## config.mk

```make
export PLATFORM = sky130hd
export DESIGN_NAME = mcf_merge
export DESIGN_NICKNAME = d
export VERILOG_FILES = /design/src/design/mcf_pkg.sv /design/src/design/mcf_merge.sv
export SDC_FILE = /design/constraint.sdc
export NUM_CORES = 1
export LEC_CHECK = 0
export ABC_AREA = 1
export CAP_MARGIN = 10
export CELL_PAD_IN_SITES_DETAIL_PLACEMENT = 2
export CELL_PAD_IN_SITES_GLOBAL_PLACEMENT = 2
export CORE_ASPECT_RATIO = 2
export CORE_UTILIZATION = 29
export DETAILED_ROUTE_END_ITERATION = 6
export DONT_BUFFER_PORTS = 1
export GPL_ROUTABILITY_DRIVEN = 0
export PLACE_DENSITY_LB_ADDON = 0.1
export SLEW_MARGIN = 20
export SYNTH_ARGS = -nofsm -noshare
export SYNTH_HDL_FRONTEND = slang
export SYNTH_SLANG_ARGS = --single-unit
```

## constraint.sdc

```tcl
create_clock -name i_clk -period 1.7 [get_ports i_clk]
set_input_delay 0.085 -clock i_clk [delete_from_list [all_inputs] [get_ports i_clk]]
set_output_delay 0.085 -clock i_clk [all_outputs]
set_load 0.05 [all_outputs]
```

## src/design/mcf_pkg.sv

```systemverilog
// ----------------------------------------------------------------------------
// mcf_pkg
// Shared types and constants of the multichannel FIR filter.
// ----------------------------------------------------------------------------
package mcf_pkg;

    localparam int SMP_W     = 16;
    localparam int GAIN_W    = 16;
    localparam int TAPS_W    = 6;
    localparam int CIDX_W    = 5;
    localparam int CFG_IDX_W = 2;
    localparam int OUT_CH    = 4;

    typedef enum logic [1:0] {
        CMD_FILTER = 2'd0,
        CMD_LOAD   = 2'd1,
        CMD_CLEAR  = 2'd2
    } t_cmd;

    typedef enum logic [CFG_IDX_W-1:0] {
        REG_GAIN = 2'd0,
        REG_TAPS = 2'd1
    } t_reg;

    typedef enum logic [2:0] {
        S_IDLE,
        S_RUN,
        S_DRAIN,
        S_GAIN,
        S_OUT
    } t_state;

    typedef struct packed {
        logic wr;
        logic rd;
        logic tap_ok;
        logic first;
        logic fin;
    } t_lane_ctl;

endpackage

```

## src/design/mcf_merge.sv

```systemverilog
// ----------------------------------------------------------------------------
// mcf_merge
// Rounds and saturates the lane results, merges the clip flags and holds
// the output word until it is taken.
// ----------------------------------------------------------------------------
module mcf_merge
    import mcf_pkg::*;
#(
    parameter int LANES = 4,
    parameter int SCL_W = 54
) (
    input  logic                        i_clk,
    input  logic                        i_rst_n,
    input  logic                        i_load,
    input  logic signed [SCL_W-1:0]     i_scaled [LANES],
    input  logic                        i_out_ready,
    output logic                        o_out_valid,
    output logic [OUT_CH-1:0][SMP_W-1:0] o_data,
    output logic                        o_sat
);

    localparam logic signed [SCL_W-1:0] RND_HALF = {{(SCL_W-23){1'b0}}, 1'b1, 22'b0};
    localparam logic signed [SCL_W-1:0] SAT_HI   = {{(SCL_W-15){1'b0}}, 15'h7fff};
    localparam logic signed [SCL_W-1:0] SAT_LO   = {{(SCL_W-15){1'b1}}, 15'h0000};

    logic [OUT_CH-1:0][SMP_W-1:0] w_data;
    logic [LANES-1:0]             w_clip;
    logic signed [SCL_W-1:0]      w_rnd [LANES];
    logic                         r_valid;
    logic [OUT_CH-1:0][SMP_W-1:0] r_data;
    logic                         r_sat;

    always_comb begin
        w_data = '0;
        for (int c = 0; c < LANES; c++) begin
            w_rnd[c] = (i_scaled[c] + RND_HALF) >>> 23;
            if (w_rnd[c] > SAT_HI) begin
                w_data[c] = SAT_HI[SMP_W-1:0];
                w_clip[c] = 1'b1;
            end else if (w_rnd[c] < SAT_LO) begin
                w_data[c] = SAT_LO[SMP_W-1:0];
                w_clip[c] = 1'b1;
            end else begin
                w_data[c] = w_rnd[c][SMP_W-1:0];
                w_clip[c] = 1'b0;
            end
        end
    end

    always_ff @(posedge i_clk) begin
        if (!i_rst_n) begin
            r_valid <= 1'b0;
        end else if (i_load) begin
            r_valid <= 1'b1;
        end else if (i_out_ready) begin
            r_valid <= 1'b0;
        end
    end

    always_ff @(posedge i_clk) begin
        if (i_load) begin
            r_data <= w_data;
            r_sat  <= |w_clip;
        end
    end

    assign o_out_valid = r_valid;
    assign o_data      = r_data;
    assign o_sat       = r_sat;

endmodule

```

Yosys cells after proc, flatten, opt, wreduce, memory -nomap -nowiden
Cells that the tools add are included.
- register bits: 66
- input bits: 220
- word-level logic and storage cells: 34
- add/subtract/negate cells: 4
- order comparisons: 8
- muxes and demuxes: 14
- reductions and logical operators: 2
- operator list (cell ; number):
    adder 54 x 24 -> 54 bit (second input constant) ; 4
    greater-than comparator 31 x 16 -> 1 bit (second input constant) ; 4
    < comparator 31 x 16 -> 1 bit (second input constant) ; 4
    2-to-1 mux 16 bit ; 4
    2-to-1 mux 1 bit ; 10
    OR reduction 4 bit ; 1
    nonzero test 2 bit ; 1

Depth between registers and ports, before layout
- depth after elaboration: 5
- mapped depth: 17
- gate-level depth less buffers: 17

Worst setup path before layout
Ideal clock, no wire load.
- path type: input to register
- start: in i_scaled[184] (netlist bit)
- end: reg r_data (netlist bit o_data[11]) (data pin)
- library setup time: 257 ps
- arrival: 1550 ps
- data required time: 1443 ps
- slack: -108 ps
- stages on the path: 15
- path through: ha_1 -> inv_1 -> nor2_4 -> nand2_2 -> nor2_4 -> nand2_1 -> nand2_1 -> nand2_1 -> nor2_1 -> nand2_1 -> nor2_1 -> nand3_1 -> nand2_2 -> buf_6 -> o21ai_2
- word-level cells in the longest chain between the ends: 3
- elaborated cells on any way between the ends: 4
- RTL lines (element ; RTL line ; source):
    from (decl) ; mcf_merge.sv:15 ; input logic signed [SCL_W-1:0] i_scaled [LANES],
    adder 54 x 24 -> 54 bit * ; mcf_merge.sv:36 ; w_rnd[c] = (i_scaled[c] + RND_HALF) >>> 23;
    < comparator 31 x 16 -> 1 bit ; mcf_merge.sv:40 ; end else if (w_rnd[c] < SAT_LO) begin
    2-to-1 mux 16 bit ; mcf_merge.sv:40 ;
    to (signal assigned) ; mcf_merge.sv:62 ; r_data <= w_data;
    to (decl) ; mcf_merge.sv:30 ; logic [OUT_CH-1:0][SMP_W-1:0] r_data;
Mark *: on every way between the ends. The rest lies on a longest branch, timed or not.
A chain may end at the register's enable or synchronous reset.

Worst setup path in the final report
- start: in i_scaled[77] (netlist bit)
- end: reg r_sat, in the netlist o_sat (data pin)
- word-level cells in the longest chain between the ends: 5
- elaborated cells on any way between the ends: 6
- RTL lines (element ; RTL line ; source):
    adder 54 x 24 -> 54 bit * ; mcf_merge.sv:36 ;
    < comparator 31 x 16 -> 1 bit ; mcf_merge.sv:40 ;
    2-to-1 mux 1 bit ; mcf_merge.sv:40 ;
    2-to-1 mux 1 bit * ; mcf_merge.sv:37 ; if (w_rnd[c] > SAT_HI) begin
    OR reduction 4 bit * ; mcf_merge.sv:63 ; r_sat <= |w_clip;
    to (signal assigned) ; mcf_merge.sv:63 ;
    to (decl) ; mcf_merge.sv:31 ; logic r_sat;
Marked as above.

==> results.cfg <==
[cells_and_area]
area_growth_pct = 32.3
multi_input_comb_area_mm2 = 0.00475
fillerInstances = 2904
drive_gt1_frac = 0.250
seqCellArea_mm2 = 0.00197
fin_nets = 1537
diodes = 0

[clocking]
cts.clk_slew.worst_paths_ns = 0.05
clkSinkCount = 66
cts_hold_buf = 3
cts_tree = yes
cts_buffers = 9
htree_levels = 3
worst_skew_pair.late_latency_ns = 0.36
cts_max_path_buffers = 2
cts_root_buf = clkbuf_16

[power_and_ir_drop]
vdd_ir_drop_max_mv = 0.445
leakage_nw = 4.05
powerDensity_mw_per_mm2 = 563
p_total_mw = 5.18

[sta]
holdWs_ns = -0.156
maxClockFrequency_mhz = 610
setup_ws_ns = 0.0601
tightest_slew_ns = 0.594
setup_viol = 0
setup_tns_ns = 0
period_needed_ns = 1.64
final-hold-violation-count = 65
relSlewSlack = 0.605
slew_viol_final = 0
rsz0062_at_grt = yes
clock-skew-final_ns = 0
fin_crit_sh = 0.965

[worst_setup_path]
cp_data_arrival_time_ns = 1.75
worstReg2RegStart = o_out_valid$_SDFFE_PN0P_
rrSetupSlack_ns = 0.49
reg2reg_to = o_out_valid$_SDFFE_PN0P_
start_kind = input pin
worst_setup_path_end_kind = register
crit_type = in2reg
worstRegToRegCells = 4
cp_max_fo = 5
required_ns = 1.81

[floorplanning]
row_count = 79
fp.coreArea_mm2 = 0.0234
ioPinCount = 286
die_w_um = 111
dieHeight_um = 221
initial_core_util = 0.297
dieArea_mm2 = 0.0246

[hold_path]
hp-start = i_load
holdPathStages = 0
min_delay_worst_endpoint = o_data[63]$_SDFFCE_PN0P_
hold_class = in2reg

[detailed_routing]
avgViaCountPerCell = 5.03
wl_met1_um = 10200
wl_um = 32000
wl_met2_um = 18900
maxUsedRoutingLayer = met5
drt_iter0_drc = 296
drc = 14
met3WireLength_um = 1500
ant_nets = 0
dr.pass1.iters = 6
vias = 8047
avgRoutedWirePerCell_um = 20.0

[global_route]
grt_pass1_vias = 9171
grt_first_pass_wirelength_um = 48500
grt_max_degree = 67
track_usage = 0.262
grt_overflow = 0
antenna_found_initial = 1

[place]
post-place-ws_ns = -0.473
dpl.hpwl_um = 27700
port_buffers = 0

[synth]
ys_seq_area_frac = 0.284
syn-num-nets = 1370
syn_area_mm2 = 0.00695
ys_warn_count = 0
synth-seq-cells = 66
avgSynthCellArea_um2 = 6.06
synthDistinctLibCells = 28
syn_inst = 1146

[outcome]
status = complete, but fails checks
violations = design-rule violations, negative hold slack

[flow_run]
maxCapViolations = 0
==> worst max-delay path by stage <==
stage / endpoint / from / slack, ns
2_1_floorplan: o_data[42]$_SDFFCE_PN1P_ / i_scaled[77] / -0.04
3_3_place_gp: o_sat$_DFFE_PP_ / i_scaled[77] / -0.45
3_5_place_dp: o_sat$_DFFE_PP_ / i_scaled[77] / -0.47
4_1_cts: o_sat$_DFFE_PP_ / i_scaled[77] / -0.02
5_1_grt: o_sat$_DFFE_PP_ / i_scaled[77] / -0.08
6_report: o_sat$_DFFE_PP_ / i_scaled[77] / 0.06
==> cells in the final DEF (no fill, tap or decap), types with 6 or more instances in the layout <==
cell type | synthesis | final
buf_12 | 0 | 7
buf_4 | 1 | 148
clkbuf_16 | 0 | 11
edfxtp_1 | 65 | 65
inv_1 | 121 | 119
nand2_1 | 479 | 461
nand2_2 | 19 | 33
nand3_1 | 66 | 59
nand3_2 | 1 | 6
nand3b_1 | 17 | 17
nand4_1 | 8 | 8
nor2_1 | 206 | 178
nor2_2 | 18 | 34
nor2_4 | 17 | 29
o21ai_1 | 7 | 7
o21ai_2 | 23 | 31
xnor2_1 | 25 | 25
xor2_1 | 25 | 25
==> synthesized netlist by cell type <==
library cell | instances | area (um2)
nand2_1 | 479 | 1800
nor2_1 | 206 | 773
inv_1 | 121 | 454
nand3_1 | 66 | 330
edfxtp_1 | 65 | 1950
xnor2_1 | 25 | 219
xor2_1 | 25 | 219
o21ai_2 | 23 | 201
nand2_2 | 19 | 119
nor2_2 | 18 | 113
nand3b_1 | 17 | 128
nor2_4 | 17 | 191
o21ai_0 | 11 | 55.1
nand4_1 | 8 | 50.1
buf_6 | 7 | 78.8
o21ai_1 | 7 | 35.0
inv_2 | 6 | 22.5
o21bai_1 | 5 | 37.5
a21oi_1 | 4 | 20.0
ha_1 | 4 | 50.1
or2_2 | 4 | 25.0
nor3_1 | 3 | 15.0
and2_1 | 1 | 6.26
buf_4 | 1 | 7.51
dfxtp_1 | 1 | 20.0
nand3_2 | 1 | 10.0
o21a_1 | 1 | 7.51
o21bai_2 | 1 | 11.3
==> stage by stage <==
step / instance area (um2) / util / cells
detailed placement: 8470 / 0.362 / 1570
global placement: 8470 / 0.362 / 1570
global route: 9190 / 0.392 / 1601
floorplan: 7010 / - / 1146
CTS: 8810 / 0.376 / 1591
finish: 9190 / 0.392 / 1601
==> flip-flops by register name, summed over array words and instances, names as in the netlist <==
name	count
o_data	64
o_out_valid	1
o_sat	1
==> layer usage <==
metal / up-vias / track usage
li1: 3883 / -
met4: 2 / 0.129
met2: 218 / 0.554
met5: - / 0
met3: 73 / 0.0463
met1: 3871 / 0.224
==> report_power, final <==
part | total (mW) | internal, mW | switching (mW)
Sequential | 2.52 | 1.96 | 0.554
Clock | 1.71 | 0.973 | 0.737
Combinational | 0.949 | 0.399 | 0.549
==> critical path, stage by stage <==
cell,delay (ns)
ha_4,0.12
nand2_4,0.05
nor2_4,0.15
nand2_2,0.10
nor2_4,0.19
buf_12,0.14
nand3_4,0.05
nand2_2,0.08
nand2_2,0.06
nor2_2,0.11
nand2_1,0.05
nor2_1,0.09
nand2_1,0.09
nand2_4,0.14
nand2_4,0.07
nor2_4,0.11
nand2_1,0.05
==> cell type report <==
class                           count  share of cell area
Clock buffer                       12              0.0257
Timing Repair Buffer              164               0.150
Inverter                          127              0.0527
Tap cell                          283              0.0385
Clock inverter                      4             0.00204
Sequential cell                    66               0.214
Multi-Input combinational cell    945               0.517
==> timing repair <==
item | in CTS | in global routing
pin swaps | 3 | 38
buffers inserted | 2 | 9
endpoints found under the hold margin | 67 | 65
cloned | 0 | 2
endpoints found under the setup margin | 16 | 61
resized for setup | 9 | 85
==> logic make-up after synthesis <==
family | share of synthesized area
flip-flops | 0.284
AND/OR/NAND/NOR | 0.512
XOR/XNOR | 0.0630
adder cells (fa/ha/maj) | 0.00720
AO/OA/AOI/OAI | 0.0529
buffers and inverters | 0.0810
No activity file was read; power rests on OpenSTA's default activity.
