## config.mk

```make
export PLATFORM = sky130hd
export DESIGN_NAME = mcf_lane
export DESIGN_NICKNAME = d
export VERILOG_FILES = /design/src/design/mcf_pkg.sv /design/src/design/mcf_ram.sv /design/src/design/mcf_lane.sv
export SDC_FILE = /design/constraint.sdc
export NUM_CORES = 2
export LEC_CHECK = 0
export BUFFER_PORTS_ARGS = -buffer_cell sky130_fd_sc_hd__buf_2
export CORE_MARGIN = 1.5
export CORE_UTILIZATION = 59
export CTS_CLUSTER_SIZE = 30
export DETAILED_ROUTE_END_ITERATION = 8
export PLACE_DENSITY = 0.76
export SLEW_MARGIN = 20
export SYNTH_ARGS = -nofsm -noshare
export SYNTH_HDL_FRONTEND = slang
export SYNTH_SLANG_ARGS = --single-unit
```

## constraint.sdc

```tcl
create_clock -name i_clk -period 7.6 [get_ports i_clk]
set_input_delay 1.52 -clock i_clk [delete_from_list [all_inputs] [get_ports i_clk]]
set_output_delay 1.52 -clock i_clk [all_outputs]
set_load 0.005 [all_outputs]
```

## src/design/mcf_pkg.sv

```systemverilog
// ----------------------------------------------------------------------------
// mcf_pkg
// Shared types and constants of the multichannel FIR filter.
// ----------------------------------------------------------------------------
package mcf_pkg;

    localparam int SMP_W     = 16;
    localparam int GAIN_W    = 16;
    localparam int TAPS_W    = 6;
    localparam int CIDX_W    = 5;
    localparam int CFG_IDX_W = 2;
    localparam int OUT_CH    = 4;

    typedef enum logic [1:0] {
        CMD_FILTER = 2'd0,
        CMD_LOAD   = 2'd1,
        CMD_CLEAR  = 2'd2
    } t_cmd;

    typedef enum logic [CFG_IDX_W-1:0] {
        REG_GAIN = 2'd0,
        REG_TAPS = 2'd1
    } t_reg;

    typedef enum logic [2:0] {
        S_IDLE,
        S_RUN,
        S_DRAIN,
        S_GAIN,
        S_OUT
    } t_state;

    typedef struct packed {
        logic wr;
        logic rd;
        logic tap_ok;
        logic first;
        logic fin;
    } t_lane_ctl;

endpackage

```

## src/design/mcf_ram.sv

```systemverilog
// ----------------------------------------------------------------------------
// mcf_ram
// Simple dual-port RAM, one write port, one read port, registered read.
// ----------------------------------------------------------------------------
module mcf_ram #(
    parameter int WIDTH = 16,
    parameter int DEPTH = 32
) (
    input  logic                     i_clk,
    input  logic                     i_we,
    input  logic [$clog2(DEPTH)-1:0] i_waddr,
    input  logic [WIDTH-1:0]         i_wdata,
    input  logic                     i_re,
    input  logic [$clog2(DEPTH)-1:0] i_raddr,
    output logic [WIDTH-1:0]         o_rdata
);

    logic [WIDTH-1:0] r_mem [DEPTH];
    logic [WIDTH-1:0] r_rdata;

    always_ff @(posedge i_clk) begin
        if (i_we) begin
            r_mem[i_waddr] <= i_wdata;
        end
        if (i_re) begin
            r_rdata <= r_mem[i_raddr];
        end
    end

    assign o_rdata = r_rdata;

endmodule

```

## src/design/mcf_lane.sv

```systemverilog
// ----------------------------------------------------------------------------
// mcf_lane
// One channel: sample history memory, multiply-accumulate over the taps and
// the gain multiply of the final sum.
// ----------------------------------------------------------------------------
module mcf_lane
    import mcf_pkg::*;
#(
    parameter int MAX_TAPS = 32,
    parameter int ACC_W    = 37,
    parameter int SCL_W    = 54
) (
    input  logic                          i_clk,
    input  logic                          i_rst_n,
    input  t_lane_ctl                     i_ctl,
    input  logic [$clog2(MAX_TAPS)-1:0]   i_wr_addr,
    input  logic [$clog2(MAX_TAPS)-1:0]   i_rd_addr,
    input  logic signed [SMP_W-1:0]       i_sample,
    input  logic signed [SMP_W-1:0]       i_coef,
    input  logic [GAIN_W-1:0]             i_gain,
    output logic signed [SCL_W-1:0]       o_scaled
);

    localparam int PROD_W = 2 * SMP_W;

    logic [SMP_W-1:0]         w_rdata;
    logic signed [SMP_W-1:0]  w_smp;
    logic                     r_s1_v;
    logic                     r_s1_ok;
    logic                     r_s1_first;
    logic                     r_s2_v;
    logic                     r_s2_first;
    logic signed [PROD_W-1:0] r_prod;
    logic signed [ACC_W-1:0]  r_acc;
    logic signed [ACC_W-1:0]  w_prod_ext;
    logic signed [SCL_W-1:0]  r_scaled;

    mcf_ram #(
        .WIDTH (SMP_W),
        .DEPTH (MAX_TAPS)
    ) u_hist (
        .i_clk   (i_clk),
        .i_we    (i_ctl.wr),
        .i_waddr (i_wr_addr),
        .i_wdata (i_sample),
        .i_re    (i_ctl.rd),
        .i_raddr (i_rd_addr),
        .o_rdata (w_rdata)
    );

    // taps beyond the fill count read as zero history
    assign w_smp      = r_s1_ok ? $signed(w_rdata) : '0;
    assign w_prod_ext = {{(ACC_W-PROD_W){r_prod[PROD_W-1]}}, r_prod};

    always_ff @(posedge i_clk) begin
        if (!i_rst_n) begin
            r_s1_v     <= 1'b0;
            r_s1_ok    <= 1'b0;
            r_s1_first <= 1'b0;
            r_s2_v     <= 1'b0;
            r_s2_first <= 1'b0;
        end else begin
            r_s1_v     <= i_ctl.rd;
            r_s1_ok    <= i_ctl.tap_ok;
            r_s1_first <= i_ctl.first;
            r_s2_v     <= r_s1_v;
            r_s2_first <= r_s1_first;
        end
    end

    always_ff @(posedge i_clk) begin
        if (r_s1_v) begin
            r_prod <= w_smp * i_coef;
        end
        if (r_s2_v) begin
            r_acc <= r_s2_first ? w_prod_ext : r_acc + w_prod_ext;
        end
        if (i_ctl.fin) begin
            r_scaled <= r_acc * $signed({1'b0, i_gain});
        end
    end

    assign o_scaled = r_scaled;

endmodule

```

---- Yosys cells after proc, flatten, opt, wreduce, memory -nomap -nowiden ----
Memories as Yosys holds them, arrays and structs flattened. A register that Yosys moved wholly into a read port is not among the register bits.
Index checks and enable logic that the tools add are counted.
storage, ports and cells
  register bits after elaboration ......... 128
  bits in writable memories ............... 512
  input bits .............................. 65
  output and inout bits ................... 54
  logic and storage cells ................. 16
  memories ................................ 1
memories
  name          depth  bits a word  rd ports  clocked after Yosys merged registers in  write ports  RTL line       text
  u_hist.r_mem  32     16           1         1                                        1            mcf_ram.sv:18  logic [WIDTH-1:0] r_mem [DEPTH];
operators by class
  add/sub/neg operators ................... 1
  multipliers ............................. 2
  multiplexer cells ....................... 4
operators by type and width
  operator        count
  $mul 37x17->54  1
  $add 37x32->37  1
  $mux 37         1
  $mul 16x16->32  1
  $mux 16         1
  $mux 1          2

---- Logic depth before layout (Yosys ltp) ----
  depth after elaboration ................. 2
  gate-level depth with buffers ........... 25

---- Hierarchy ----
Synthesis repeated with hierarchy kept, for this count alone.
second synthesis, totals
  cell total of the unflattened synthesis .. 5010
  area, all modules ....................... 56723.2 um^2
by module, submodules not included
  module    instances  cells each  area each (um^2)
  mcf_lane  1          3867        36027.1
  mcf_ram   1          1143        20696.1

---- Least setup slack after synthesis ----
OpenSTA, ideal clock, no wires.
  path type ............................... in2reg
  from .................................... in i_gain[2]
  to ...................................... reg r_scaled[52], in the netlist o_scaled[52] (data pin)
  setup time .............................. 0.262 ns
  arrival ................................. 7.501 ns
  data required time ...................... 7.338 ns
  path slack .............................. -0.162 ns
  stages .................................. 24
  buffers on the path ..................... 2
  path through ............................ clkbuf_1 -> clkbuf_1 -> nand2_1 -> fa_1 -> fa_1 -> inv_1 -> fa_1 -> inv_1 -> fa_1 -> inv_1 -> fa_1 -> inv_1 -> fa_1 -> inv_1 -> ha_1 -> o21ai_0 -> or3_1 -> a21oi_1 -> a21oi_1 -> and3_1 -> o31a_1 -> o41ai_2 -> a211oi_1 -> xnor2_1
on the way
  longest elaborated chain between the ends .. 1
ends and longest elaborated chain
  item                  RTL line        text
  start, declared       mcf_lane.sv:20  input logic [GAIN_W-1:0] i_gain,
  $mul 37x17->54        mcf_lane.sv:79  r_scaled <= r_acc * $signed({1'b0, i_gain});
  end signal, assigned  mcf_lane.sv:79
  end, declared         mcf_lane.sv:36  logic signed [SCL_W-1:0] r_scaled;
Every way passes these cells.
A chain may end at the register's enable or synchronous reset.

---- Worst setup path after layout ----
  from .................................... in i_gain[5]
  to ...................................... reg r_scaled[50], in the netlist o_scaled[50] (data pin)
Same word-level chain as after synthesis.

==> flow_metrics.env <==
export IMPL_cpMostUsedCell="sky130_fd_sc_hd__fa_1"
export IMPL_grt_overflow=0
export IMPL_arrival_ns=7.75
export IMPL_setup_violations=0
export IMPL_clk_path_buf_depth=3
export IMPL_clkSlewWorstSetupHoldPaths_ns=0.06
export IMPL_fillCellCount=6853
export IMPL_clk_root_buffer_cell="sky130_fd_sc_hd__clkbuf_16"
export IMPL_rsz0062_at_grt="no"
export IMPL_crit_path_top_delay_cell="sky130_fd_sc_hd__fa_1"
export IMPL_drt_iter0_drc=3381
export IMPL_dp_slack_ns=-0.508
export IMPL_crit_path_max_fanout=17
export IMPL_synth_yosys_warnings=0
export IMPL_fin_crit_ns=7.34
export IMPL_htree_num_levels=3
export IMPL_postPlaceCellArea_um2=59800
export IMPL_synth_seq_cells=656
export IMPL_clkSinkCount=656
export IMPL_coreArea_um2=95000
export IMPL_chipWidth_um=313
export IMPL_synthesis_area_per_instance_um2=12.0
export IMPL_finish_utilization_pct=65.4
export IMPL_initial_utilization_pct=59.5
export IMPL_worst_ep_required_time_ns=8.01
export IMPL_fmaxAchievable_mhz=136
export IMPL_status="finished clean"
export IMPL_finClkSkew_ns=0.0517
export IMPL_drt_pre_antenna_iters=6
export IMPL_grt_antenna_before_repair=5
export IMPL_flow_area_growth_from_synthesis_pct=9.84
export IMPL_routed_wirelength_um=139000
export IMPL_critPathLaunchType="primary input"
export IMPL_replace_congestion=0.908
export IMPL_crit_path_cell_trace="clkbuf_4 -> buf_4 -> and2_1 -> fa_1 -> inv_1 -> fa_1 -> inv_1 -> fa_1 -> fa_1 -> fa_1 -> inv_1 -> fa_1 -> inv_1 -> ha_1 -> buf_4 -> o21ai_0 -> or3_1 -> a21oi_1 -> a21oi_1 -> and3_1 -> o31a_1 -> o41ai_4 -> a21oi_1 -> o311ai_1"
export IMPL_worst_slack_ns=0.256
export IMPL_internal_reg_to_reg_setup_slack_ns=0.56
export IMPL_ioPinCount=119
export IMPL_drive_gt1_share_pct=13.1
export IMPL_groute_usage_overall_pct=29.1
export IMPL_synth_nets=5863
export IMPL_class_of_the_tightest_hold_or_removal_check="reg -> reg"
export IMPL_cpPeakStageDelay_ns=0.56
export IMPL_remaining_drc_errors=0
export IMPL_die_height_um=313
export IMPL_dpl_hpwl_um=99600
export IMPL_layout_cells_most_common_list="sky130_fd_sc_hd__inv_1, sky130_fd_sc_hd__fa_1, sky130_fd_sc_hd__edfxtp_1"
export IMPL_layout_commonest_cell="sky130_fd_sc_hd__inv_1"
export IMPL_syn_inst=4731
export IMPL_finish_cell_count_without_fillers=6271
export IMPL_grt_pass1_wl_um=217000
export IMPL_synth_enable_flop_cells=651
export IMPL_clock_insertion_delay_worst_skew_ns=0.65
export IMPL_io_buffer_count=118
export IMPL_cell_row_count=113
export IMPL_tightest_slew_ns=1.09
export IMPL_nNetsFinal=6080
export IMPL_die_area_um2=97700
export IMPL_post_place_cells=6143
export IMPL_relSlewSlack_pct=27.3
export IMPL_report_final_slew_viol_count=0
export IMPL_synth_cell_area_um2=56500
export IMPL_avgRoutedWirePerCell_um=22.1
export IMPL_synthDistinctLibCells=71
export IMPL_tritoncts="built"
export IMPL_critical_path_endpoint_type="register"
export IMPL_maximum_capacitance_violations=0
export IMPL_fin_area_um2=62100
export IMPL_async_flop_share_pct=0
export IMPL_first_global_vias=38500
export IMPL_grt_max_degree=76
export IMPL_clock_buffer_count_from_cts=68
export IMPL_synth_yosys_seq_area_share_pct=34.7
export IMPL_detailroute_via_count=36300
export IMPL_worst_setup_path_type="in -> reg"
export IMPL_primary_flip_flop_cell_chosen_by_synthesis_mapping="sky130_fd_sc_hd__edfxtp_1"
export IMPL_ant_nets=0
export IMPL_drt_vias_per_instance=5.79
export IMPL_final_min_period_over_clock_period_pct=96.6
export IMPL_timing_final_hold_violations=0
cells by family after synthesis:
| logic type | after synthesis | synth area share (%) |
|---|---|---|
| AND/OR/NAND/NOR | 1176 | 10.1 |
| buffers and inverters | 1164 | 7.73 |
| adder cells (fa/ha/maj) | 1067 | 34.5 |
| flip-flops | 656 | 34.7 |
| AO/OA/AOI/OAI | 373 | 4.33 |
| multiplexers | 182 | 6.80 |
| XOR/XNOR | 113 | 1.75 |
metal layers:
layer / global-route usage (%) / share of wire, % / vias to the layer above
li1: - / - / 15800
met1: 38.4 / 39 / 18300
met2: 48.6 / 49 / 1823
met3: 5.05 / 8.5 / 341
met4: 11.1 / 3.9 / 8
met5: 0 / 0.035 / -
metrics by stage:
stage          setup TNS (ns)  hold WS [ns]
2_1_floorplan         -0.0142         0.412
3_3_place_gp            -4.97         0.441
3_5_place_dp            -6.14         0.446
4_1_cts                     0         0.460
5_1_grt                     0         0.482
6_report                    0         0.460
cell type report:
| type | count | area, um^2 | area share (%) |
|---|---|---|---|
| inverter | 948 | 3560 | 5.73 |
| multi-input combinational | 2911 | 32600 | 52.4 |
| clock buffer | 90 | 1820 | 2.92 |
| clock inverter | 33 | 452 | 0.727 |
| tap | 1265 | 1580 | 2.55 |
| sequential | 656 | 19700 | 31.6 |
| antenna | 5 | 12.5 | 0.0201 |
| timing repair buffer | 363 | 2480 | 3.99 |
synth_stat cells (4+ instances only):
master | instances | share of area, %
sky130_fd_sc_hd__nand2b_1 | 17 | 0.19
sky130_fd_sc_hd__dfxtp_1 | 5 | 0.18
sky130_fd_sc_hd__a21o_1 | 57 | 0.76
sky130_fd_sc_hd__nor2b_1 | 10 | 0.11
sky130_fd_sc_hd__o211ai_1 | 7 | 0.093
sky130_fd_sc_hd__nor4_1 | 5 | 0.055
sky130_fd_sc_hd__nand3_1 | 25 | 0.22
sky130_fd_sc_hd__o21a_1 | 20 | 0.27
sky130_fd_sc_hd__o311ai_0 | 6 | 0.093
sky130_fd_sc_hd__o21bai_1 | 17 | 0.23
sky130_fd_sc_hd__xor2_1 | 34 | 0.53
sky130_fd_sc_hd__and4_1 | 4 | 0.062
sky130_fd_sc_hd__and2_1 | 251 | 2.8
sky130_fd_sc_hd__nand4_1 | 20 | 0.22
sky130_fd_sc_hd__nand3b_1 | 8 | 0.11
sky130_fd_sc_hd__a311oi_1 | 4 | 0.062
sky130_fd_sc_hd__nand2_1 | 562 | 3.7
sky130_fd_sc_hd__o21ai_0 | 66 | 0.58
sky130_fd_sc_hd__a21boi_0 | 4 | 0.053
sky130_fd_sc_hd__mux2_2 | 19 | 0.38
sky130_fd_sc_hd__o31ai_1 | 11 | 0.15
sky130_fd_sc_hd__a211o_1 | 4 | 0.062
sky130_fd_sc_hd__a21oi_1 | 110 | 0.97
sky130_fd_sc_hd__edfxtp_1 | 651 | 35
sky130_fd_sc_hd__a211oi_1 | 13 | 0.17
sky130_fd_sc_hd__clkbuf_1 | 200 | 1.3
sky130_fd_sc_hd__a2111oi_0 | 4 | 0.062
sky130_fd_sc_hd__a31oi_1 | 11 | 0.12
sky130_fd_sc_hd__a31o_2 | 4 | 0.062
sky130_fd_sc_hd__xnor2_1 | 79 | 1.2
sky130_fd_sc_hd__and3_1 | 141 | 1.6
sky130_fd_sc_hd__nor2_1 | 88 | 0.58
sky130_fd_sc_hd__mux4_2 | 160 | 6.4
sky130_fd_sc_hd__o221ai_1 | 4 | 0.062
sky130_fd_sc_hd__ha_1 | 245 | 5.4
sky130_fd_sc_hd__inv_1 | 948 | 6.3
sky130_fd_sc_hd__buf_1 | 13 | 0.086
sky130_fd_sc_hd__fa_1 | 822 | 29
sky130_fd_sc_hd__nor3_1 | 23 | 0.20
sky130_fd_sc_hd__or3_1 | 5 | 0.055
sky130_fd_sc_hd__o31a_1 | 5 | 0.077
path summary, 6_finish.rpt:
path / start / to / cells past startpoint
hold / removal: r_s1_first / r_s2_first / 1
hold reg to reg: r_s1_first / r_s2_first / 1
setup reg to reg: r_s1_ok / r_prod[30] / 19
setup / recovery: i_gain[5] / o_scaled[50] / 24
repair_timing:
action | in CTS | in global routing
hold buffers | 0 | 0
buffers inserted | 0 | 0
gates resized for setup | 0 | 6
setup endpoints to repair | 0 | 9
state kept, by name, summed over array words and instances, names as in the netlist, 16 cells and up:
name and count:
o_scaled 54, r_acc 37, r_prod 32, u_hist.o_rdata 16
u_hist.r_mem 512
critical path: cells and delay by family:
kind	cells	cell delay, ns
adders and majority gates	7	3.19
AOI/OAI and AO/OA	7	1.47
and+or+nand+nor	3	0.79
buffers and inverters	7	0.75
Power is not shown: default switching activity piles up to over one toggle a cycle in this logic, so the estimate is an artifact.
