## src/design/mcf_ram.sv

```systemverilog
// ----------------------------------------------------------------------------
// mcf_ram
// Simple dual-port RAM, one write port, one read port, registered read.
// ----------------------------------------------------------------------------
module mcf_ram #(
    parameter int WIDTH = 16,
    parameter int DEPTH = 32
) (
    input  logic                     i_clk,
    input  logic                     i_we,
    input  logic [$clog2(DEPTH)-1:0] i_waddr,
    input  logic [WIDTH-1:0]         i_wdata,
    input  logic                     i_re,
    input  logic [$clog2(DEPTH)-1:0] i_raddr,
    output logic [WIDTH-1:0]         o_rdata
);

    logic [WIDTH-1:0] r_mem [DEPTH];
    logic [WIDTH-1:0] r_rdata;

    always_ff @(posedge i_clk) begin
        if (i_we) begin
            r_mem[i_waddr] <= i_wdata;
        end
        if (i_re) begin
            r_rdata <= r_mem[i_raddr];
        end
    end

    assign o_rdata = r_rdata;

endmodule

```

## config.mk

```make
export PLATFORM = sky130hd
export DESIGN_NAME = mcf_ram
export DESIGN_NICKNAME = d
export VERILOG_FILES = /design/src/design/mcf_ram.sv
export SDC_FILE = /design/constraint.sdc
export NUM_CORES = 1
export LEC_CHECK = 0
export ABC_AREA = 1
export BUFFER_PORTS_ARGS = -buffer_cell sky130_fd_sc_hd__buf_2
export CAP_MARGIN = 40
export CORE_MARGIN = 5
export CORE_UTILIZATION = 56
export DETAILED_ROUTE_END_ITERATION = 12
export PLACE_DENSITY = 0.75
export SLEW_MARGIN = 10
export SYNTH_ARGS = -nofsm -noshare
export SYNTH_HDL_FRONTEND = slang
export SYNTH_SLANG_ARGS = --single-unit
```

## constraint.sdc

```tcl
create_clock -name i_clk -period 1.8 [get_ports i_clk]
set_input_delay 0.45 -clock i_clk [delete_from_list [all_inputs] [get_ports i_clk]]
set_output_delay 0.45 -clock i_clk [all_outputs]
set_load 0.05 [all_outputs]
```

# ---- After elaboration in Yosys (flattened, before gate mapping)
# Memories as Yosys holds them, arrays and structs flattened. A register that Yosys moved wholly into a read port is not among the register bits.
# Index checks and enable logic that the tools add are counted.
dict set report word_totals {
  reg_bits 0
  ramBits 512
  in_bits 29
  out_inout_bits 16
  elab_cells 3
  mem_count 1
}
# name words width rd rd_ports_with_merged_regs wr line
set memory_table {}
lappend memory_table {r_mem 32 16 1 1 1 18} ;# logic [WIDTH-1:0] r_mem [DEPTH];
dict set report op_classes {
  n_mux 2
}
# operator n
set ops {}
lappend ops {{1-bit 2-to-1 mux} 2}

# ---- Longest topological paths before layout
# Gate-level depths: netlist of run 1.
dict set report logic_depth {
  depth_word 2
  depth_mapped 12
}

# ---- Least setup slack after synthesis of run 1
# Ideal clock, no wire load.
dict set report synth_timing {
  kind {input to register}
  from {in i_waddr[0]}
  to {mem r_mem[8][0], enable pin}
  setup_ns 0.388
  arrival_time_ns 1.444
  t_required_ns 1.412
  slack_ns -0.033
  cell_stages 3
  path_buffers 0
  cell_sequence {inv_1 -> nand3_1 -> nor2_1}
}
# element line
set synth_rtl {}
lappend synth_rtl {{start, declared} 11} ;# input logic [$clog2(DEPTH)-1:0] i_waddr,
lappend synth_rtl {{end, declared} 18}
# Straight into the memory's write port.

# ---- Worst setup path in the final report of run 1
dict set report layout_timing {
  from {reg r_rdata[5], in the netlist o_rdata[5] (read register of r_mem)}
  to {out o_rdata[5]}
}
# element line
set layout_rtl {}
lappend layout_rtl {{start, declared} 19} ;# logic [WIDTH-1:0] r_rdata;
lappend layout_rtl {{end, declared} 15} ;# output logic [WIDTH-1:0] o_rdata
# No word-level cell between the ends.

==> results.cfg, run 1 <==
[clock_tree]
cts_made_buffers = 52
path_clk_slew_ns = 0.06
insertion_delay_ns = 0.59
cts_tree = built
post-cts-setup-buffer-count = 0
clock-sinks = 528
htreeDepth = 2
cts_hold_buf = 0
postCtsResizedCells = 0
cts.path.max_buffers = 3
cts-root-buf = clkbuf_16

[floorplanning]
die_height_um = 206
fp-row-count = 71
start_util_pct = 56.8
core_area_sq_um = 37800
die_area_sq_um = 42300
ioPinCount = 45
fp.dieW_um = 206

[final_layout]
area_growth_pct = 14.8
drive_gt1_share_pct = 12.3
regArea_sq_um = 15900
nets = 1932
diodes = 0
fillers = 2660
final_cells = 2451
multi_input_area_sq_um = 4800
fin_util_pct = 65.3

[timing]
finalSetupViolations = 0
holdWs_ns = 0.303
maxSlewHeadroom_pct = 52.1
post-route-min-period_ns = 1.73
clock.fmax_mhz = 578
fin_worst_skew_ns = 0.0169
grt_setup_unrepaired = false
finalHoldViolations = 0
worstMarginPinSlew_ns = 0.719
fin_crit_sh_pct = 96.1
tns_ns = 0
slew_violations = 0

[synth]
synth.cell_area_sq_um = 21500
synth_nets = 1823
yosysWarnings = 0
ys_types = 14
seq_area_frac_synth_pct = 73.9
syn-instance-count = 1794
syn_area_per_cell_sq_um = 12.0
ys_ff_latch = 528

[setup_path]
cp_num_buf_inv = 1
rrSetupSlack_ns = 0.37
worstPathRequired_ns = 1.35
start_kind = register
path_cells = buf_2
max_stage_delay_ns = 0.41
crit_slowest_cell = edfxtp_1
cp.arrival_ns = 1.28
rr_worst_depth = 8
path_max_fanout = 1
cp.depth = 1
critPathKind = reg2out
cp_top_family = flip-flops
r2r-end = o_rdata[8]
cp-end-kind = output pin
rr_startpoint = r_mem[9][8]

[placed_design]
dpl.hpwl_um = 32600
port_buffers = 44
gp_congestion = 0.840
dpl.cell_count = 2360

[power]
p_leak_nw = 9.21
ir_drop_mv = 0.639
pwr_density_cell_nw_per_um2 = 1050

[min_path]
holdPathStages = 1
min_to = r_mem[9][11]
worstHoldStart = i_wdata[11]
min_path_type = in2reg

[detailed_routing]
drtAntennaViolNets = 0
drc = 0
drt-total-wl_um = 54300
vias_per_cell = 5.85
wl_per_cell_um = 22.1
vias = 14332
drt_iter0_drc = 1743
dr.pass1.iters = 6

[global_route]
antenna_found_initial = 0
first_global_vias = 13909
grt_pass1_wl_um = 82100
track_usage_pct = 25.9
grt_overflow_total = 0
grt_max_degree = 53

[flow_run]
maxCapViolCount = 0

[outcome]
status = completed
## kinds of logic after synthesis
logic type	Yosys count	share of synthesized area [%]
buffers and inverters	118	3.74
DFF	528	73.9
and+or+nand+nor	1148	22.4
## cells in the mapped netlist, drive strengths merged
cell	n	area share [%]
buf	89	3.2
clkbuf	19	0.33
edfxtp	528	74
inv	10	0.20
nand2	720	13
nand3	396	9.2
nor2	32	0.56
## cells in the final DEF (no fill, tap or decap)
cell type,instances
clkbuf_8,1
buf_2,42
inv_4,1
clkinv_2,12
edfxtp_1,528
buf_12,46
inv_6,2
inv_1,7
clkbuf_1,13
clkinv_1,6
nand3_1,396
nand2_1,720
clkbuf_16,53
buf_4,74
clkinvlp_4,2
inv_2,1
bufinv_16,4
nor2_1,32
## state kept, by name, indices dropped and copies added (netlist names)
| signal | count |
|---|---|
| r_mem | 512 |
| o_rdata | 16 |
## worst max-delay path by stage
stage               startpoint     endpoint
finish              o_rdata[5]   o_rdata[5]
global route        o_rdata[4]   o_rdata[4]
CTS                 o_rdata[4]   o_rdata[4]
detailed placement  i_raddr[0]   o_rdata[6]
global placement    i_raddr[0]   o_rdata[6]
floorplan           i_waddr[0]  r_mem[8][0]
## metal layers
layer | global-route usage [%] | wire [um] | up-vias | part of all wire, %
met5 | 0 | 0 | - | 0
met2 | 41.3 | 25700 | 836 | 47
met4 | 7.92 | 1390 | 0 | 2.6
met1 | 36.8 | 21200 | 6913 | 39
met3 | 4.79 | 5970 | 106 | 11
li1 | - | - | 6477 | -
## report_power, final
part,internal [mW],switching [mW]
combinational,0.552,1.34
sequential,13.7,0.0538
clock,5.95,4.37
## area by class of cell
| type | count | share of cell area [%] |
|---|---|---|
| inverter | 10 | 0.183 |
| clock buffer | 66 | 5.58 |
| clock inverter | 25 | 0.919 |
| sequential | 528 | 64.3 |
| multi-input combinational | 1148 | 19.5 |
| tap | 511 | 2.59 |
| timing repair buffer | 163 | 6.90 |
## stage by stage
step	area, sq um	setup WS [ns]	power (mW)
6_report	24600	0.0702	26.0
5_1_grt	24600	0.0351	26.8
4_1_cts	24600	0.0378	26.1
3_5_place_dp	23000	-0.265	15.9
3_3_place_gp	23000	-0.239	15.9
2_1_floorplan	21500	-0.0328	15.1
No activity file was read; power rests on OpenSTA's default activity.
==> run 2: changes to the inputs <==
--- a/config.mk
+++ b/config.mk
@@ -9,9 +9,9 @@
 export BUFFER_PORTS_ARGS = -buffer_cell sky130_fd_sc_hd__buf_2
 export CAP_MARGIN = 40
 export CORE_MARGIN = 5
-export CORE_UTILIZATION = 56
+export CORE_UTILIZATION = 62
 export DETAILED_ROUTE_END_ITERATION = 12
-export PLACE_DENSITY = 0.75
+export PLACE_DENSITY = 0.79
 export SLEW_MARGIN = 10
 export SYNTH_ARGS = -nofsm -noshare
 export SYNTH_HDL_FRONTEND = slang
==> constraint.sdc (replaced) <==
create_clock -name i_clk -period 1.85 [get_ports i_clk]
set_input_delay 0.4625 -clock i_clk [delete_from_list [all_inputs] [get_ports i_clk]]
set_output_delay 0.4625 -clock i_clk [all_outputs]
set_load 0.05 [all_outputs]
==> results.cfg, run 2 (synthesis results as in run 1) <==
[final_layout]
final_common_cell = nand2_1
fillers = 2226
drive_gt1_share_pct = 11.3
layout_common_cells = nand2_1 (720), edfxtp_1 (528), nand3_1 (396)
nets = 1904
top_register = r_mem
final_cells = 2368
final_cell_area_sq_um = 24400
area_growth_pct = 13.6
multi_input_area_sq_um = 4830
largest_reg_flops = 512
regArea_sq_um = 15900
diodes = 0

[floorplanning]
fp-row-count = 68
fp.dieW_um = 196
die_area_sq_um = 38400
core_area_sq_um = 34400
ioPinCount = 45
start_util_pct = 62.4
die_height_um = 196

[timing]
post-route-min-period_ns = 1.81
finalSetupViolations = 0
holdWs_ns = 0.410
fin_crit_sh_pct = 97.9
grt_setup_unrepaired = false
worstMarginPinSlew_ns = 0.713
finalHoldViolations = 0
fin_worst_skew_ns = 0.0172
worst_slack_ns = 0.0391
maxSlewHeadroom_pct = 52.5
slew_violations = 0
clock.fmax_mhz = 552

[clock_tree]
insertion_delay_ns = 0.57
cts_made_buffers = 50
cts_hold_buf = 0
htreeDepth = 2
clock-sinks = 528
path_clk_slew_ns = 0.06
cts_tree = built
cts.path.max_buffers = 3
cts-root-buf = clkbuf_16

[setup_path]
cp_num_buf_inv = 1
max_stage_delay_ns = 0.47
worstPathRequired_ns = 1.39
rrSetupSlack_ns = 0.44
critPathKind = reg2out
rr_worst_depth = 8
crit_end = o_rdata[12]
cp_top_family = flip-flops
path_max_fanout = 1
r2r-end = o_rdata[10]
start_kind = register
path_cells = buf_2
cp-startpoint = o_rdata[12]
cp-end-kind = output pin
cp.arrival_ns = 1.35
crit_slowest_cell = edfxtp_1
cp.depth = 1
rr_startpoint = r_mem[5][10]

[detailed_routing]
drt_iter0_drc = 1915
drc = 0
drt-total-wl_um = 54400
vias_per_cell = 6.16
wl_per_cell_um = 23.0
drtAntennaViolNets = 0
dr.pass1.iters = 6
vias = 14584

[placed_design]
place_area_sq_um = 22800
port_buffers = 44
gp_congestion = 0.854
dpl.cell_count = 2278
dpl.hpwl_um = 32300
place_ws_ns = -0.202

[global_route]
antenna_found_initial = 2
grt_overflow_total = 0
grt_max_degree = 61
track_usage_pct = 28.2
first_global_vias = 14248
grt_pass1_wl_um = 82400

[min_path]
min_path_type = in2reg

[power]
p_leak_nw = 9.04
pwr_density_cell_nw_per_um2 = 1020
ir_drop_mv = 0.622

[outcome]
status = completed

[flow_run]
maxCapViolCount = 0
-- run 2: what timing repair did --
item	CTS	global route
setup endpoints to repair	2	0
gates resized for setup	2	0
setup buffers	0	0
-- run 2: report_power, final --
group,switching (mW),internal [mW]
registers,0.0600,13.3
clock network,4.14,5.59
logic,1.28,0.497
-- run 2: layout make-up --
| cell class | count | area share, % |
|---|---|---|
| flip-flops and latches | 528 | 65.0 |
| multi-input cells | 1148 | 19.8 |
| inverters | 10 | 0.185 |
| clock buffers | 61 | 5.39 |
| repair buffers | 137 | 6.29 |
| well taps | 455 | 2.33 |
| clock inverters | 29 | 0.995 |
-- run 2: layer usage --
| layer | routed length (um) | track usage [%] | vias to the layer above |
|---|---|---|---|
| met2 | 26600 | 46.2 | 981 |
| met4 | 2510 | 12.5 | 4 |
| met5 | 27 | 0 | - |
| met3 | 5680 | 4.48 | 183 |
| met1 | 19500 | 37.8 | 6996 |
| li1 | - | - | 6420 |
-- run 2: how the worst min path moves through the flow --
stage	startpoint	endpoint	slack, ns	cells after the start
2_1_floorplan	i_wdata[0]	r_mem[0][0]	0.56	0
3_3_place_gp	r_mem[6][11]	o_rdata[11]	0.81	8
3_5_place_dp	r_mem[6][11]	o_rdata[11]	0.81	8
4_1_cts	i_wdata[7]	r_mem[17][7]	0.39	1
5_1_grt	i_wdata[7]	r_mem[0][7]	0.43	1
6_report	i_wdata[7]	r_mem[21][7]	0.41	1
-- run 2: per-stage QoR --
stage	setup TNS (ns)	total power [mW]	utilization, %
2_1_floorplan	0	14.7	-
3_3_place_gp	-0.333	15.3	66.4
3_5_place_dp	-0.990	15.4	66.4
4_1_cts	0	25.0	71.0
5_1_grt	0	25.7	71.0
6_report	0	24.9	71.0
==> run 3: changes to the inputs <==
--- a/config.mk
+++ b/config.mk
@@ -11,6 +11,7 @@
 export CORE_MARGIN = 5
 export CORE_UTILIZATION = 62
 export DETAILED_ROUTE_END_ITERATION = 12
+export MAX_ROUTING_LAYER = met4
 export PLACE_DENSITY = 0.79
 export SLEW_MARGIN = 10
 export SYNTH_ARGS = -nofsm -noshare
==> results.cfg, run 3 (synthesis results as in run 1) <==
[clock_tree]
cts_made_buffers = 50
cts-root-buf = clkbuf_16
insertion_delay_ns = 0.57
clock-sinks = 528
cts_hold_buf = 0
cts_tree = built
htreeDepth = 2
cts.path.max_buffers = 3
path_clk_slew_ns = 0.06

[global_route]
track_usage_pct = 29.0
grt_max_degree = 61
grt_overflow_total = 0
grt_pass1_wl_um = 82400
antenna_found_initial = 1
first_global_vias = 14256

[min_path]
min_path_type = in2reg
holdPathStages = 1

[power]
ir_drop_mv = 0.622
pwr-share-seq_pct = 53.8
p_int_mw = 19.4
clockPowerShare_pct = 39.1
swShare_pct = 22.1
p_switching_mw = 5.51
power_frac_comb_pct = 7.1
p_leak_nw = 9.04
pwr_density_cell_nw_per_um2 = 1020

[final_layout]
largest_reg_flops = 512
top_register = r_mem
final_common_cell = nand2_1
fillers = 2223
area_growth_pct = 13.7
layout_common_cells = nand2_1 (720), edfxtp_1 (528), nand3_1 (396)
nets = 1904
final_cells = 2369
regArea_sq_um = 15900
drive_gt1_share_pct = 11.3
multi_input_area_sq_um = 4830

[setup_path]
cp-startpoint = o_rdata[7]
rrSetupSlack_ns = 0.44
worstPathRequired_ns = 1.39
start_kind = register
r2r-end = o_rdata[10]
max_stage_delay_ns = 0.52
crit_slowest_cell = edfxtp_1
path_cells = buf_4
rr_startpoint = r_mem[5][10]
cp.arrival_ns = 1.34
cp-end-kind = output pin
cp_top_family = flip-flops
rr_worst_depth = 8
critPathKind = reg2out
cp_num_buf_inv = 1
path_max_fanout = 1
cp.depth = 1
crit_end = o_rdata[7]

[placed_design]
dpl.hpwl_um = 32300
dpl.cell_count = 2278
gp_congestion = 0.868
port_buffers = 44
place_ws_ns = -0.202

[detailed_routing]
vias = 14506
drc = 0
drt-total-wl_um = 54400
drt_iter0_drc = 1857
wl_per_cell_um = 23.0
drtAntennaViolNets = 0
dr.pass1.iters = 7
vias_per_cell = 6.12

[floorplanning]
fp-row-count = 68
core_area_sq_um = 34400
die_area_sq_um = 38400
start_util_pct = 62.4
ioPinCount = 45
fp.dieW_um = 196
die_height_um = 196

[timing]
holdWs_ns = 0.408
worstMarginPinSlew_ns = 0.717
fin_worst_skew_ns = 0.0160
tns_ns = 0
clock.fmax_mhz = 554
maxSlewHeadroom_pct = 52.2
finalHoldViolations = 0
finalSetupViolations = 0
slew_violations = 0
grt_setup_unrepaired = false
worst_slack_ns = 0.0437
post-route-min-period_ns = 1.81
fin_crit_sh_pct = 97.6

[flow_run]
maxCapViolCount = 0

[outcome]
status = completed
[run 3: area by class of cell]
cell class                 count  area share, %
inverter                      10          0.185
multi-input combinational   1148           19.8
antenna                        1         0.0103
sequential                   528           65.0
clock buffer                  61           5.39
timing repair buffer         137           6.30
tap                          455           2.33
clock inverter                29          0.995
[run 3: layer usage]
layer | global-route usage [%] | vias to the layer above | wire length (um)
met3 | 4.52 | 184 | 5570
met4 | 12.2 | 0 | 2470
met1 | 37.9 | 6934 | 19800
li1 | - | 6416 | -
met5 | - | - | 0
met2 | 46.3 | 972 | 26600
[run 3: how the worst min path moves through the flow]
| stage | start | to | slack, ns |
|---|---|---|---|
| after global placement | r_mem[6][11] | o_rdata[11] | 0.81 |
| after CTS | i_wdata[7] | r_mem[17][7] | 0.39 |
| after global routing | i_wdata[7] | r_mem[0][7] | 0.43 |
| final | i_wdata[7] | r_mem[20][7] | 0.41 |
| after floorplan | i_wdata[0] | r_mem[0][0] | 0.56 |
| after detailed placement | r_mem[6][11] | o_rdata[11] | 0.81 |
[run 3: repair_timing]
item,in CTS,in global routing
hold endpoints to repair,0,0
setup endpoints to repair,2,1
setup buffers,0,0
gates resized for setup,2,1
gates cloned,0,0
[run 3: per-stage QoR]
stage / utilization [%] / cell area, sq um / power, mW
2_1_floorplan: - / 21500 / 14.7
3_3_place_gp: 66.4 / 22800 / 15.3
3_5_place_dp: 66.4 / 22800 / 15.4
4_1_cts: 71.0 / 24400 / 25.0
5_1_grt: 71.0 / 24400 / 25.7
6_report: 71.0 / 24400 / 24.9
[run 3: power by group through the flow]
stage	Combinational, mW	Sequential [mW]	Clock [mW]
6_report	1.78	13.4	9.75
5_1_grt	1.92	13.4	10.3
4_1_cts	1.76	13.4	9.81
3_5_place_dp	1.74	13.7	0
3_3_place_gp	1.69	13.7	0
2_1_floorplan	0.925	13.7	0
